File: config.mk
export PLATFORM = sky130hd
export DESIGN_NAME = bldc_six_step_commutator_unit
export DESIGN_NICKNAME = d
export VERILOG_FILES = /design/src/rtl/core/bsc_pkg.sv /design/src/rtl/core/bsc_engine.sv /design/src/rtl/core/bldc_six_step_commutator_unit.sv
export VERILOG_INCLUDE_DIRS = /design/src /design/src/rtl/core
export SDC_FILE = /design/constraint.sdc
export NUM_CORES = 1
export LEC_CHECK = 0
export ABC_AREA = 1
export ABC_CLOCK_PERIOD_IN_PS = 10500
export BUFFER_PORTS_ARGS = -buffer_cell sky130_fd_sc_hd__buf_4
export CAP_MARGIN = 20
export CORE_MARGIN = 2
export CORE_UTILIZATION = 65
export DETAILED_ROUTE_END_ITERATION = 10
export PLACE_DENSITY = 0.91
export SETUP_SLACK_MARGIN = 0.02
export SLEW_MARGIN = 15
export SYNTH_ARGS = -nofsm -noshare
export SYNTH_HDL_FRONTEND = slang
export SYNTH_SLANG_ARGS = --single-unit
File: constraint.sdc
create_clock -name aclk -period 10.5 [get_ports aclk]
set_input_delay 0.525 -clock aclk [delete_from_list [all_inputs] [get_ports aclk]]
set_output_delay 0.525 -clock aclk [all_outputs]
set_load 0.02 [all_outputs]
File: src/rtl/core/bldc_six_step_commutator_unit_macros.svh
// Assertion macros shared by the commutator RTL.
`ifndef BLDC_SIX_STEP_COMMUTATOR_UNIT_MACROS_SVH
`define BLDC_SIX_STEP_COMMUTATOR_UNIT_MACROS_SVH

// Same-cycle implication, checked outside reset.
`define BSC_ASSERT_NOW(label, ante, cons, msg) \
    label: assert property (@(posedge aclk) disable iff (!aresetn) (ante) |-> (cons)) \
        else $error(msg);

// Next-cycle implication, checked outside reset.
`define BSC_ASSERT_NEXT(label, ante, cons, msg) \
    label: assert property (@(posedge aclk) disable iff (!aresetn) (ante) |=> (cons)) \
        else $error(msg);

`endif

File: src/rtl/core/bsc_pkg.sv
`timescale 1ns / 1ps

package bsc_pkg;

    // Default commutation counter width.
    localparam int BSC_COUNT_BITS = 16;

    // Reset values of the configuration registers.
    localparam logic [7:0] PWM_PERIOD_RESET      = 8'd249;
    localparam logic [6:0] CLAMP_THRESHOLD_RESET = 7'd15;

    // Input item kinds.
    localparam logic [1:0] KIND_TICK = 2'd0;
    localparam logic [1:0] KIND_ZC   = 2'd1;
    localparam logic [1:0] KIND_DUTY = 2'd2;

    // Configuration register indexes.
    localparam logic CFG_PWM_PERIOD      = 1'b0;
    localparam logic CFG_CLAMP_THRESHOLD = 1'b1;

    // Last step of the six-step sequence.
    localparam logic [2:0] STEP_LAST = 3'd5;

    typedef struct packed {
        logic [1:0] kind;
        logic [7:0] duty_request;
    } in_item_t;

    typedef struct packed {
        logic [5:0] gate_pattern;
        logic [2:0] step_index;
        logic [1:0] sense_phase;
        logic       sense_rising;
        logic       motor_on;
        logic       full_on;
        logic       committed_step;
    } out_item_t;

    typedef struct packed {
        logic [7:0] pwm_period;
        logic [6:0] clamp_threshold;
    } cfg_t;

    // Bridge switch enables for each step.
    function automatic logic [5:0] step_gates(input logic [2:0] step);
        logic [5:0] gates;
        case (step)
            3'd0:    gates = 6'h24;
            3'd1:    gates = 6'h21;
            3'd2:    gates = 6'h09;
            3'd3:    gates = 6'h18;
            3'd4:    gates = 6'h12;
            3'd5:    gates = 6'h06;
            default: gates = 6'h00;
        endcase
        return gates;
    endfunction

    // Floating phase watched for back-EMF in each step.
    function automatic logic [1:0] step_phase(input logic [2:0] step);
        logic [1:0] phase;
        case (step)
            3'd0, 3'd3: phase = 2'd2;
            3'd1, 3'd4: phase = 2'd1;
            default:    phase = 2'd0;
        endcase
        return phase;
    endfunction

    // Expected crossing direction: odd steps look for a rising edge.
    function automatic logic step_edge(input logic [2:0] step);
        return step[0];
    endfunction

endpackage

File: src/rtl/core/bsc_engine.sv
`timescale 1ns / 1ps

module bsc_engine
    import bsc_pkg::*;
#(
    parameter int COUNT_BITS = BSC_COUNT_BITS
) (
    input  logic      aclk,
    input  logic      aresetn,
    input  logic      fire,
    input  in_item_t  item,
    input  cfg_t      cfg,
    output out_item_t result
);

    localparam logic [COUNT_BITS-1:0] COUNT_MAX = '1;

    logic [2:0]            step_reg, step_next;
    logic [COUNT_BITS-1:0] count_reg, count_next;
    logic [COUNT_BITS-1:0] top_reg, top_next;
    logic [7:0]            pwm_count_reg, pwm_count_next;
    logic                  pwm_rising_reg, pwm_rising_next;
    logic [7:0]            duty_reg, duty_next;
    logic                  enabled_reg, enabled_next;
    logic                  full_reg, full_next;
    logic                  committed;
    logic [COUNT_BITS-1:0] count_inc;
    logic                  duty_low;
    logic                  duty_high;
    logic [5:0]            gates;

    // Saturating tick count and duty clamp compares.
    always_comb begin
        count_inc = (count_reg != COUNT_MAX) ? count_reg + 1'b1 : count_reg;
        duty_low  = item.duty_request < {1'b0, cfg.clamp_threshold};
        duty_high = ({1'b0, item.duty_request} + {2'b00, cfg.clamp_threshold})
                    >= {1'b0, cfg.pwm_period};
    end

    // Next state for the item in flight.
    always_comb begin
        step_next       = step_reg;
        count_next      = count_reg;
        top_next        = top_reg;
        pwm_count_next  = pwm_count_reg;
        pwm_rising_next = pwm_rising_reg;
        duty_next       = duty_reg;
        enabled_next    = enabled_reg;
        full_next       = full_reg;
        committed       = 1'b0;

        unique case (item.kind)
            KIND_TICK: begin
                if (enabled_reg) begin
                    // Triangle counter turns at the period and at zero.
                    if (pwm_rising_reg) begin
                        if (pwm_count_reg >= cfg.pwm_period) begin
                            pwm_rising_next = 1'b0;
                            if (pwm_count_reg != 8'd0) begin
                                pwm_count_next = pwm_count_reg - 1'b1;
                            end
                        end else begin
                            pwm_count_next = pwm_count_reg + 1'b1;
                        end
                    end else begin
                        if (pwm_count_reg == 8'd0) begin
                            pwm_rising_next = 1'b1;
                            if (cfg.pwm_period != 8'd0) begin
                                pwm_count_next = 8'd1;
                            end
                        end else begin
                            pwm_count_next = pwm_count_reg - 1'b1;
                        end
                    end
                    // Commutate when the count reaches the top.
                    if (count_inc >= top_reg) begin
                        step_next  = (step_reg >= STEP_LAST) ? 3'd0 : step_reg + 1'b1;
                        count_next = '0;
                        top_next   = COUNT_MAX;
                        committed  = 1'b1;
                    end else begin
                        count_next = count_inc;
                    end
                end
            end
            KIND_ZC: begin
                // The next step comes after twice the time since the last one.
                if (enabled_reg) begin
                    top_next = count_reg[COUNT_BITS-1] ? COUNT_MAX
                             : {count_reg[COUNT_BITS-2:0], 1'b0};
                end
            end
            KIND_DUTY: begin
                if (duty_low) begin
                    duty_next    = 8'd0;
                    full_next    = 1'b0;
                    enabled_next = 1'b0;
                end else begin
                    // Starting from off restarts both counters.
                    if (!enabled_reg) begin
                        count_next      = '0;
                        top_next        = COUNT_MAX;
                        pwm_count_next  = 8'd0;
                        pwm_rising_next = 1'b1;
                        enabled_next    = 1'b1;
                    end
                    duty_next = duty_high ? cfg.pwm_period : item.duty_request;
                    full_next = duty_high;
                end
            end
            default: begin
            end
        endcase
    end

    // Result from the updated state.
    always_comb begin
        if (!enabled_next) begin
            gates = 6'h00;
        end else if (full_next || (pwm_count_next < duty_next)) begin
            gates = step_gates(step_next);
        end else begin
            gates = 6'h00;
        end
        result.gate_pattern   = gates;
        result.step_index     = step_next;
        result.sense_phase    = step_phase(step_next);
        result.sense_rising   = step_edge(step_next);
        result.motor_on       = enabled_next;
        result.full_on        = full_next;
        result.committed_step = committed;
    end

    // State registers update once per processed beat.
    always_ff @(posedge aclk) begin
        if (!aresetn) begin
            step_reg       <= 3'd0;
            count_reg      <= '0;
            top_reg        <= COUNT_MAX;
            pwm_count_reg  <= 8'd0;
            pwm_rising_reg <= 1'b1;
            duty_reg       <= 8'd0;
            enabled_reg    <= 1'b0;
            full_reg       <= 1'b0;
        end else if (fire) begin
            step_reg       <= step_next;
            count_reg      <= count_next;
            top_reg        <= top_next;
            pwm_count_reg  <= pwm_count_next;
            pwm_rising_reg <= pwm_rising_next;
            duty_reg       <= duty_next;
            enabled_reg    <= enabled_next;
            full_reg       <= full_next;
        end
    end

endmodule

File: src/rtl/core/bldc_six_step_commutator_unit.sv
// Sensorless six-step BLDC commutator.
// Input channel s_*: one beat per event, a timer tick, a back-EMF
// zero-crossing or a throttle duty command (s_data.kind selects which).
// Result channel m_*: exactly one beat per input beat, in order, carrying the
// gate pattern, the step, the phase and edge to sense, and motor status.
// Configuration: cfg_wr_en writes cfg_wdata to register cfg_index
// (0 PWM period, 1 clamp threshold); write only while the block is idle.
// Flow: an accepted beat sits in the input register and is processed there
// once the result register is free or is being taken; its result is loaded
// into the result register, which drives m_data until it is taken. Throughput
// is one beat per cycle while m_ready stays high; the state update from the
// input register into the result register sets this figure.
// Reset (aresetn low, synchronous) disables the motor, returns to step 0,
// restores the register defaults and empties both registers.
// When m_ready is low the result register holds, the input register still
// takes one more beat, and then s_ready drops until the result is taken.
`timescale 1ns / 1ps
`include "bldc_six_step_commutator_unit_macros.svh"

module bldc_six_step_commutator_unit
    import bsc_pkg::*;
#(
    parameter int COUNT_BITS = BSC_COUNT_BITS
) (
    input  logic      aclk,
    input  logic      aresetn,
    input  logic      s_valid,
    output logic      s_ready,
    input  in_item_t  s_data,
    output logic      m_valid,
    input  logic      m_ready,
    output out_item_t m_data,
    input  logic      cfg_wr_en,
    input  logic      cfg_index,
    input  logic [7:0] cfg_wdata
);

    cfg_t      cfg_reg;
    in_item_t  in_item_reg;
    logic      in_valid_reg;
    out_item_t out_item_reg;
    logic      out_valid_reg;
    out_item_t result;
    logic      fire;

    // Process the held beat whenever the result register is free.
    assign fire    = in_valid_reg && (!out_valid_reg || m_ready);
    assign s_ready = !in_valid_reg || fire;
    assign m_valid = out_valid_reg;
    assign m_data  = out_item_reg;

    // Configuration registers.
    always_ff @(posedge aclk) begin
        if (!aresetn) begin
            cfg_reg.pwm_period      <= PWM_PERIOD_RESET;
            cfg_reg.clamp_threshold <= CLAMP_THRESHOLD_RESET;
        end else if (cfg_wr_en) begin
            unique case (cfg_index)
                CFG_PWM_PERIOD:      cfg_reg.pwm_period      <= cfg_wdata;
                CFG_CLAMP_THRESHOLD: cfg_reg.clamp_threshold <= cfg_wdata[6:0];
                default: begin
                end
            endcase
        end
    end

    // Input register.
    always_ff @(posedge aclk) begin
        if (!aresetn) begin
            in_valid_reg <= 1'b0;
        end else if (s_ready) begin
            in_valid_reg <= s_valid;
        end
    end

    always_ff @(posedge aclk) begin
        if (s_valid && s_ready) begin
            in_item_reg <= s_data;
        end
    end

    // State update and result logic.
    bsc_engine #(
        .COUNT_BITS (COUNT_BITS)
    ) u_engine (
        .aclk    (aclk),
        .aresetn (aresetn),
        .fire    (fire),
        .item    (in_item_reg),
        .cfg     (cfg_reg),
        .result  (result)
    );

    // Result register.
    always_ff @(posedge aclk) begin
        if (!aresetn) begin
            out_valid_reg <= 1'b0;
        end else begin
            out_valid_reg <= fire || (out_valid_reg && !m_ready);
        end
    end

    always_ff @(posedge aclk) begin
        if (fire) begin
            out_item_reg <= result;
        end
    end

    `BSC_ASSERT_NEXT(a_accept_held, s_valid && s_ready, in_valid_reg, "accepted beat not held")
    `BSC_ASSERT_NEXT(a_stall_keeps_input, in_valid_reg && out_valid_reg && !m_ready,
        in_valid_reg, "held beat lost during stall")
    `BSC_ASSERT_NEXT(a_fire_gives_result, fire, out_valid_reg, "processed beat gave no result")
    `BSC_ASSERT_NOW(a_off_gates_zero, m_valid && !m_data.motor_on,
        m_data.gate_pattern == 6'h00 && !m_data.full_on, "gates driven while motor off")
    `BSC_ASSERT_NOW(a_commit_needs_motor, m_valid && m_data.committed_step,
        m_data.motor_on && m_data.step_index <= STEP_LAST, "step advanced while motor off")

endmodule
After elaboration in Yosys (flattened, before gate mapping)
Cells that the tools add are included.

storage, ports and cells
  flip-flop bits (word level) = 96
  latch bits = 0
  memory bits (writable) = 0
  ROM bits = 0
  bits of input ports = 24
  output and inout bits = 17
  word-level logic and storage cells = 114
  memories kept = 0

operators by class
  $add $sub $neg = 5
  multipliers = 0
  div/mod/pow operators = 0
  $lt $le $gt $ge = 6
  eq/ne operators = 13
  shift-type cells = 0
  muxes and demuxes = 43
  bitwise gates (word level) = 1
  reductions and logical operators = 25

operators by type and width
  cell                                                                   number
  16-bit 2-to-1 mux                                                      11
  8-bit 2-to-1 mux                                                       11
  16-bit case mux with 3 select lines                                    1
  6-bit case mux with 6 select lines                                     1
  16-bit case mux with 2 select lines                                    1
  16-bit by 1-bit adder with 16-bit output, second input constant        1
  16-bit >= comparator                                                   1
  16-bit inequality test, second input constant                          1
  8-bit case mux with 2 select lines                                     1
  8-bit nonzero test                                                     2
  3-bit 2-to-1 mux                                                       4
  1-bit 2-to-1 mux                                                       11
  8-bit by 7-bit adder with 9-bit output                                 1
  9-bit by 8-bit >= comparator with 1-bit output                         1
  8-bit by 1-bit adder with 8-bit output, second input constant          1
  8-bit >= comparator                                                    1
  8-bit logical NOT                                                      1
  8-bit by 7-bit less-than comparator with 1-bit output                  1
  8-bit less-than comparator                                             1
  2-bit AND reduction                                                    4
  8-bit by 1-bit subtractor with 8-bit output, second input constant     1
  7-bit AND reduction                                                    1
  3-bit by 2-bit equality test with 1-bit output, second input constant  2
  3-bit equality test, second input constant                             2
  19 further kinds                                                       30

Logic depth before layout (Yosys ltp)
Gate-level depths: netlist of the first run.

  depth in word-level cells = 9
  depth in mapped cells = 32
  depth with buffers taken out = 32

Modules after synthesis
A second synthesis of the first run with hierarchy kept.

unflattened totals
  cells, all modules = 850
  area total of the unflattened synthesis = 6304.8 um2

by module, submodules not included
  module                         times used  cells an instance  area an instance (um2)  sequential area each (um2)
  bsc_engine                     1           740                4917.2                  1081.0
  bldc_six_step_commutator_unit  1           110                1387.6                  1091.0

Worst setup path before layout of the first run
No wires, ideal clock.

  kind = reg2reg
  start = reg in_item_reg[2] (netlist name)
  end = reg m_data[10] (netlist name)
  setup time = 0.137 ns
  arrival = 3.744 ns
  required time = 10.363 ns
  setup slack = 6.619 ns
  cell stages (with the launch flop) = 28
  path buffers = 0
  period minus slack after synthesis = 3.881 ns
  path through = edfxtp_1 ha_1 o31ai_1 a21oi_1 o21ai_0 a21oi_1 nor2_1 nor2_1 xnor2_1 ha_1 nand4_1 nand3b_1 nor2_2 nand2_2 inv_1 nand2_1 o21ai_0 inv_1 o22ai_1 inv_1 ha_1 nand2_1 nor2_1 a211oi_1 nand2_1 nand2_2 nand2_4 nor2_2

on the way
  cells in the longest elaborated chain, start to end = 8
  elaborated cells between the ends (all ways) = 15
  classes of those cells = add/sub (1); order compare (3); mux (9); reduce/logical (2)

ends and longest elaborated chain
  item                                            RTL line                             RTL
  start, declared                                 bldc_six_step_commutator_unit.sv:39  in_item_t in_item_reg;
  start signal, assigned                          bldc_six_step_commutator_unit.sv:78  in_item_reg <= s_data;
  8-bit by 7-bit adder with 9-bit output          bsc_engine.sv:36                     duty_high = ({1'b0, item.duty_request} + {2'b00, cfg.clamp_threshold})
  9-bit by 8-bit >= comparator with 1-bit output  bsc_engine.sv:37                     >= {1'b0, cfg.pwm_period};
  8-bit 2-to-1 mux                                bsc_engine.sv:107                    duty_next = duty_high ? cfg.pwm_period : item.duty_request;
  8-bit 2-to-1 mux                                bsc_engine.sv:94                     if (duty_low) begin
  8-bit 2-to-1 mux                                bsc_engine.sv:52                     unique case (item.kind)
  8-bit less-than comparator                      bsc_engine.sv:120                    end else if (full_next || (pwm_count_next < duty_next)) begin
  1-bit logical OR                                bsc_engine.sv:120
  2-bit AND reduction (no source line) *          --

Every way passes the cells marked *; elsewhere a longest branch is shown, timed or not.
A chain may end at the register's enable or synchronous reset.

Final worst setup path of the first run
  start = reg in_item_reg[2] (netlist name)
  end = reg m_data[11] (netlist name)

on the way
  cells in the longest elaborated chain, start to end = 8
  elaborated cells between the ends (all ways) = 15
  classes of those cells = add/sub (1); order compare (3); mux (9); reduce/logical (2)

ends and longest elaborated chain
  item                                            RTL line
  8-bit by 7-bit adder with 9-bit output          bsc_engine.sv:36
  9-bit by 8-bit >= comparator with 1-bit output  bsc_engine.sv:37
  8-bit 2-to-1 mux                                bsc_engine.sv:107
  8-bit 2-to-1 mux                                bsc_engine.sv:94
  8-bit 2-to-1 mux                                bsc_engine.sv:52
  8-bit less-than comparator                      bsc_engine.sv:120
  1-bit logical OR                                bsc_engine.sv:120
  2-bit AND reduction (no source line) *          --

Marked as above.

==> impl_metrics.tcl, run 1 <==
set metrics [dict create \
    dieArea_um2 10100 \
    power_frac_clock_pct 30.2 \
    clock-root-buffer "clkbuf_8" \
    synth_edf_count 24 \
    synthFlopType "dfxtp_1" \
    cp.required_ns 10.74 \
    r2r_end "m_data[11]$_SDFFCE_PN0P_" \
    io_pins 41 \
    grt_start_max_net_pins 40 \
    netSwitchingFraction_pct 32.6 \
    ant_nets 0 \
    wl_met2_um 6720 \
    hold_start "s_data[1]" \
    drive_above_1_share_pct 10.8 \
    core_area_um2 9150 \
    start_util_pct 66.5 \
    internal_power_uw 579 \
    antenna_found_initial 0 \
    tightestPinTransition_ns 0.985 \
    fin_cells 965 \
    wl_per_cell_um 14.8 \
    dieHeight_um 101 \
    wl_um 14300 \
    ctsResizeCount 0 \
    cp_max_fo 9 \
    syn2layout_area_growth_pct 9.87 \
    synth_area_um2 6080 \
    routed.top_layer "met4" \
    cap_violations 0 \
    post-route-period-util_pct 42.0 \
    yosysSeqAreaShare_pct 35.2 \
    final-max-slew-violation-count 0 \
    grt_use_total_pct 29.2 \
    critPathLaunchType "register" \
    worstSetupPathType "reg2reg" \
    tns_ns 0 \
    dp_hpwl_um 10400 \
    cts.clk_slew.worst_paths_ns 0.10 \
    hold_end "in_item_reg[1]$_DFFE_PP_" \
    drtIter0Drc 435 \
    rsz0062_at_grt "no" \
    hold_buffers 0 \
    hold_depth 1 \
    rr_startpoint "in_item_reg[2]$_DFFE_PP_" \
    grt_pass1_vias 5333 \
    nets 933 \
    reg2regPathDepth 27 \
    dp_cells 948 \
    cts_sinks 95 \
    num-fill-cells 660 \
    slew_headroom_pct 34.0 \
    syn_nets 899 \
    dieWidth_um 101 \
    min_period_ns 4.41 \
    async_flop_share_pct 0 \
    met1_length_um 6270 \
    drt_first_pass_iters 8 \
    gr-total-overflow 0 \
    synth_cell_type_count 47 \
    slowest_delay_ns 0.46 \
    port-buffer-count 40 \
    drc 0 \
    met3WireLength_um 1030 \
    powerDensity_nw_per_um2 129 \
    row_count 35 \
    endpoint_kind "register" \
    regArea_um2 2140 \
    diodes 0 \
    synth-seq-cells 95 \
    htreeDepth 3 \
    avgSynthCellArea_um2 7.46 \
    skew_ns 0.0219 \
    via_count 5590 \
    seq_power_share_pct 47.5 \
    cts_tree "yes" \
    ys.warnings.count 0 \
    cp.arrival_ns 4.65 \
    min_path_type "in2reg" \
    power_frac_comb_pct 22.3 \
    yosys.area.top_type_share_pct 23.4 \
    multiInputGateArea_um2 3310 \
    synthCells 815 \
    r2r_slack_ns 6.09 \
    cts_post_setup_buffers_inserted 0 \
    p_sw_uw 280 \
    leakage_uw 0.00327 \
    hold_viol_final 0 \
    yosys.area.top_type "dfxtp_1" \
    synth_area_leaders "dfxtp_1 (23%), ha_1 (12%), edfxtp_1 (12%)" \
    ir_drop_mv 0.0835 \
    grt_pass1_wl_um 23900 \
    cts_buffers 9 \
    critPathSlowestCell "edfxtp_1" \
    max_clock_freq_mhz 227 \
    status "finished, final reports clean" \
    clkLatencyLatePin_ns 0.38 \
    finalWeightedCongestion 0.930 \
    setup_viol 0 \
    viasPerCell 5.79 \
    cts.path.max_buffers 2 \
]
[power by group through the flow]
stage                     Combinational (uW)  Clock [uW]  Sequential [uW]
after detailed placement                 186           0              416
after floorplan                          135           0              416
after CTS                                188         258              408
after global routing                     216         274              410
after global placement                   175           0              415
final                                    192         259              409
[worst max-delay path: cells and delay by family (launching register included)]
kind	cells	cell delay, ns
buffers and inverters	3	0.33
flip-flops	1	0.46
AND/OR/NAND/NOR	13	1.18
adder cells (fa/ha/maj)	3	0.95
XOR/XNOR	1	0.12
AO/OA/AOI/OAI	7	1.25
[cell type report]
cell class	count	share of cell area [%]
timing repair buffer	42	5.02
clock inverter	7	1.27
multi-input combinational	556	49.6
clock buffer	9	1.85
tap	111	2.08
sequential	95	32.1
inverter	145	8.14
[cells in the final DEF (no fill, tap or decap), types with 16 or more instances in the layout]
master,Yosys,final
nand2_1,159,159
inv_1,138,137
dfxtp_1,71,71
a21oi_1,66,66
ha_1,59,59
nor2_1,54,54
o21ai_0,50,50
buf_4,2,41
o22ai_1,24,24
edfxtp_1,24,24
nand3_1,22,22
xor2_1,16,16
[Yosys cell counts (2+ instances only)]
| cell type | n |
|---|---|
| o21ai_2 | 2 |
| a31oi_1 | 5 |
| clkbuf_1 | 14 |
| edfxtp_1 | 24 |
| buf_2 | 3 |
| o21a_1 | 2 |
| clkinv_1 | 2 |
| o221ai_1 | 4 |
| xor2_1 | 16 |
| buf_4 | 2 |
| a21oi_1 | 66 |
| inv_2 | 5 |
| nand2_2 | 7 |
| nor2_2 | 11 |
| dfxtp_1 | 71 |
| o21ai_0 | 50 |
| nand3b_1 | 4 |
| inv_1 | 138 |
| o211ai_1 | 14 |
| nor3_1 | 11 |
| xnor2_1 | 5 |
| a22oi_1 | 8 |
| nor2_1 | 54 |
| a211oi_1 | 3 |
| nand4_1 | 7 |
| o22ai_1 | 24 |
| o21ai_1 | 6 |
| nand3_1 | 22 |
| ha_1 | 59 |
| nand2_1 | 159 |
[how the worst max path moves through the flow]
stage                        startpoint                        to  slack, ns  cells after the start
4_1_cts        in_item_reg[2]$_DFFE_PP_  m_data[10]$_SDFFCE_PN0P_       6.11                     27
2_1_floorplan  in_item_reg[2]$_DFFE_PP_  m_data[10]$_SDFFCE_PN0P_       6.62                     27
3_3_place_gp   in_item_reg[2]$_DFFE_PP_  m_data[11]$_SDFFCE_PN0P_       6.37                     27
3_5_place_dp   in_item_reg[2]$_DFFE_PP_  m_data[10]$_SDFFCE_PN0P_       6.16                     27
6_report       in_item_reg[2]$_DFFE_PP_  m_data[11]$_SDFFCE_PN0P_       6.09                     27
5_1_grt        in_item_reg[2]$_DFFE_PP_  m_data[14]$_SDFFCE_PN0P_       5.60                     27
[routing by layer]
| metal | GRT usage (%) | vias to the layer above |
|---|---|---|
| li1 | - | 2766 |
| met2 | 48.5 | 228 |
| met4 | 10.2 | 0 |
| met1 | 38.1 | 2563 |
| met5 | 0 | - |
| met3 | 5.34 | 33 |
[metrics by stage]
| stage | setup WS, ns | util [%] | cell area, um2 | total power [uW] | hold slack, ns |
|---|---|---|---|---|---|
| global placement | 6.37 | 70.4 | 6450 | 590 | 0.454 |
| floorplan | 6.62 | - | 6080 | 551 | 0.444 |
| finish | 6.09 | 73.0 | 6680 | 859 | 0.322 |
| CTS | 6.11 | 72.7 | 6660 | 854 | 0.321 |
| detailed placement | 6.16 | 70.4 | 6450 | 602 | 0.467 |
| global route | 5.60 | 73.0 | 6680 | 900 | 0.309 |
[cell families (layout without fill, tap and decap cells)]
logic type,Yosys count,in the layout,share of synthesized area [%]
buffers and inverters,164,203,10.3
DFF,95,95,35.2
and+or+nand+nor,284,284,20.8
adders and majority gates,60,60,12.5
xor gates and xnor gates,21,21,3.02
AOI/OAI and AO/OA,191,191,18.2
Note: power is estimated with default switching activity, not from simulation.
==> run 2, diff against run 1 <==
--- a/config.mk
+++ b/config.mk
@@ -7,13 +7,13 @@
 export NUM_CORES = 1
 export LEC_CHECK = 0
 export ABC_AREA = 1
-export ABC_CLOCK_PERIOD_IN_PS = 10500
+export ABC_CLOCK_PERIOD_IN_PS = 4500
 export BUFFER_PORTS_ARGS = -buffer_cell sky130_fd_sc_hd__buf_4
 export CAP_MARGIN = 20
 export CORE_MARGIN = 2
-export CORE_UTILIZATION = 65
+export CORE_UTILIZATION = 61
 export DETAILED_ROUTE_END_ITERATION = 10
-export PLACE_DENSITY = 0.91
+export PLACE_DENSITY = 0.86
 export SETUP_SLACK_MARGIN = 0.02
 export SLEW_MARGIN = 15
 export SYNTH_ARGS = -nofsm -noshare
==> constraint.sdc (replaced) <==
create_clock -name aclk -period 4.5 [get_ports aclk]
set_input_delay 0.225 -clock aclk [delete_from_list [all_inputs] [get_ports aclk]]
set_output_delay 0.225 -clock aclk [all_outputs]
set_load 0.02 [all_outputs]
==> run 2 against run 1 <==
Against the previous run:
- critical path type unchanged
- count of clock-buffer cells in the layout increased by 2
- worst setup slack got worse by 5.9 ns
- critical path depth is 2 higher
==> impl_metrics.tcl, run 2 (synthesized netlist as in run 1, its figures left out) <==
set metrics [dict create \
    cts.clk_slew.worst_paths_ns 0.09 \
    min_period_ns 4.29 \
    min_path_type "in2reg" \
    gr-total-overflow 0 \
    leakage_uw 0.00331 \
    critPathLaunchType "register" \
    final-max-slew-violation-count 0 \
    clock-root-buffer "clkbuf_8" \
    cts_sinks 95 \
    rsz0062_at_grt "yes" \
    nets 938 \
    skew_ns 0.0102 \
    cts_tree "yes" \
    worstSetupPathType "reg2reg" \
    hold_start "s_data[0]" \
    start_util_pct 62.5 \
    cts_buffers 9 \
    row_count 36 \
    viasPerCell 5.65 \
    setup_viol 0 \
    grt_use_total_pct 27.5 \
    place_area_um2 6500 \
    drive_above_1_share_pct 11.9 \
    fin_cells 992 \
    io_pins 41 \
    hold_end "in_item_reg[0]$_DFFE_PP_" \
    post-route-period-util_pct 95.4 \
    hold_slack_ns 0.0175 \
    hold_depth 1 \
    cts.path.max_buffers 2 \
    dp_cells 973 \
    critPathSlowestCell "edfxtp_1" \
    slowest_delay_ns 0.47 \
    core_area_um2 9730 \
    hold_viol_final 0 \
    r2r_slack_ns 0.21 \
    wl_um 14500 \
    final_common_cell "nand2_1" \
    finalWeightedCongestion 0.933 \
    cp.required_ns 4.74 \
    cp_max_fo 9 \
    ant_nets 0 \
    wl_per_cell_um 14.6 \
    ir_drop_mv 0.209 \
    cp.arrival_ns 4.54 \
    finalWorstSetupSlack_ns 0.205 \
    endpoint_kind "register" \
    via_count 5602 \
    diodes 0 \
    drc 0 \
    dpl_worst_slack_ns 0.142 \
    mostFrequentLayoutCells "nand2_1 (159), inv_1 (137), dfxtp_1 (70), a21oi_1 (65), ha_1 (58)" \
    port-buffer-count 40 \
    drt_first_pass_iters 6 \
    rr_startpoint "in_item_reg[2]$_DFFE_PP_" \
    antenna_found_initial 0 \
    dieWidth_um 104 \
    cap_violations 0 \
    grt_start_max_net_pins 40 \
    dieArea_um2 10800 \
    r2r_end "m_data[10]$_SDFFCE_PN0P_" \
    grt_pass1_wl_um 24400 \
    tightestPinTransition_ns 0.871 \
    drtIter0Drc 424 \
    dieHeight_um 104 \
    syn2layout_area_growth_pct 11.7 \
    dp_hpwl_um 10500 \
    reg2regPathDepth 29 \
    powerDensity_nw_per_um2 296 \
    max_clock_freq_mhz 233 \
    design_area_um2 6790 \
    htreeDepth 3 \
    slew_headroom_pct 41.9 \
    clkLatencyLatePin_ns 0.38 \
    grt_pass1_vias 5304 \
    status "finished, final reports clean" \
]
==> run 2: changes by cell type in the layout (fill, tap and decap cells not counted), sizes merged <==
cell / before / now
buf: 42 / 47
clkbuf: 9 / 11
clkinv: 3 / 5
clkinvlp: 2 / 0
inv: 146 / 144
==> run 2: cell type report <==
type                            count  area (um2)
Clock buffer                       11         153
Clock inverter                      5        53.8
Fill cell                         784        2940
Inverter                          145         549
Multi-Input combinational cell    556        3350
Sequential cell                    95        2140
Tap cell                          133         166
Timing Repair Buffer               47         373
==> run 2: metal layers <==
layer	global-route usage, %	wire length [um]	vias to the layer above	share of wire [%]
met5	0	0	-	0
met4	10.0	293	0	2.0
met3	4.32	878	32	6.0
met2	44.8	6870	191	47
met1	37.1	6490	2594	45
li1	-	-	2785	-
==> run 2: power by group <==
group	leakage (uW)	switching, uW	internal, uW
Clock	0.000109	304	290
Sequential	0.000811	33.1	918
Combinational	0.00239	292	171
==> run 2: critical path, delay by kind of cell, from the launching register on <==
| family | cells | cell delay (ns) |
|---|---|---|
| xor+xnor | 1 | 0.14 |
| fa+ha+maj | 3 | 0.90 |
| simple gates | 13 | 1.21 |
| flops | 1 | 0.47 |
| buf+inv | 4 | 0.29 |
| compound gates | 8 | 1.16 |
==> run 2: metrics by stage <==
| stage | total power (uW) | setup TNS (ns) | util [%] |
|---|---|---|---|
| finish | 2010 | 0 | 69.8 |
| global route | 2110 | -0.864 | 69.8 |
| CTS | 1990 | 0 | 68.9 |
| detailed placement | 1410 | 0 | 66.8 |
| global placement | 1380 | 0 | 66.8 |
| floorplan | 1280 | 0 | - |
==> run 2: worst max path at each step <==
stage,startpoint,to,slack (ns),depth (start not counted)
4_1_cts,in_item_reg[2]$_DFFE_PP_,m_data[10]$_SDFFCE_PN0P_,0.12,27
3_3_place_gp,in_item_reg[2]$_DFFE_PP_,m_data[11]$_SDFFCE_PN0P_,0.35,27
6_report,in_item_reg[2]$_DFFE_PP_,m_data[10]$_SDFFCE_PN0P_,0.21,29
2_1_floorplan,in_item_reg[2]$_DFFE_PP_,m_data[10]$_SDFFCE_PN0P_,0.62,27
5_1_grt,in_item_reg[2]$_DFFE_PP_,m_data[10]$_SDFFCE_PN0P_,-0.16,29
3_5_place_dp,in_item_reg[2]$_DFFE_PP_,m_data[10]$_SDFFCE_PN0P_,0.14,27
==> run 2: repair_timing <==
item | CTS | global route
setup endpoints to repair | 0 | 10
buffers inserted | 0 | 2
hold buffers | 0 | 0
gates resized for setup | 0 | 13
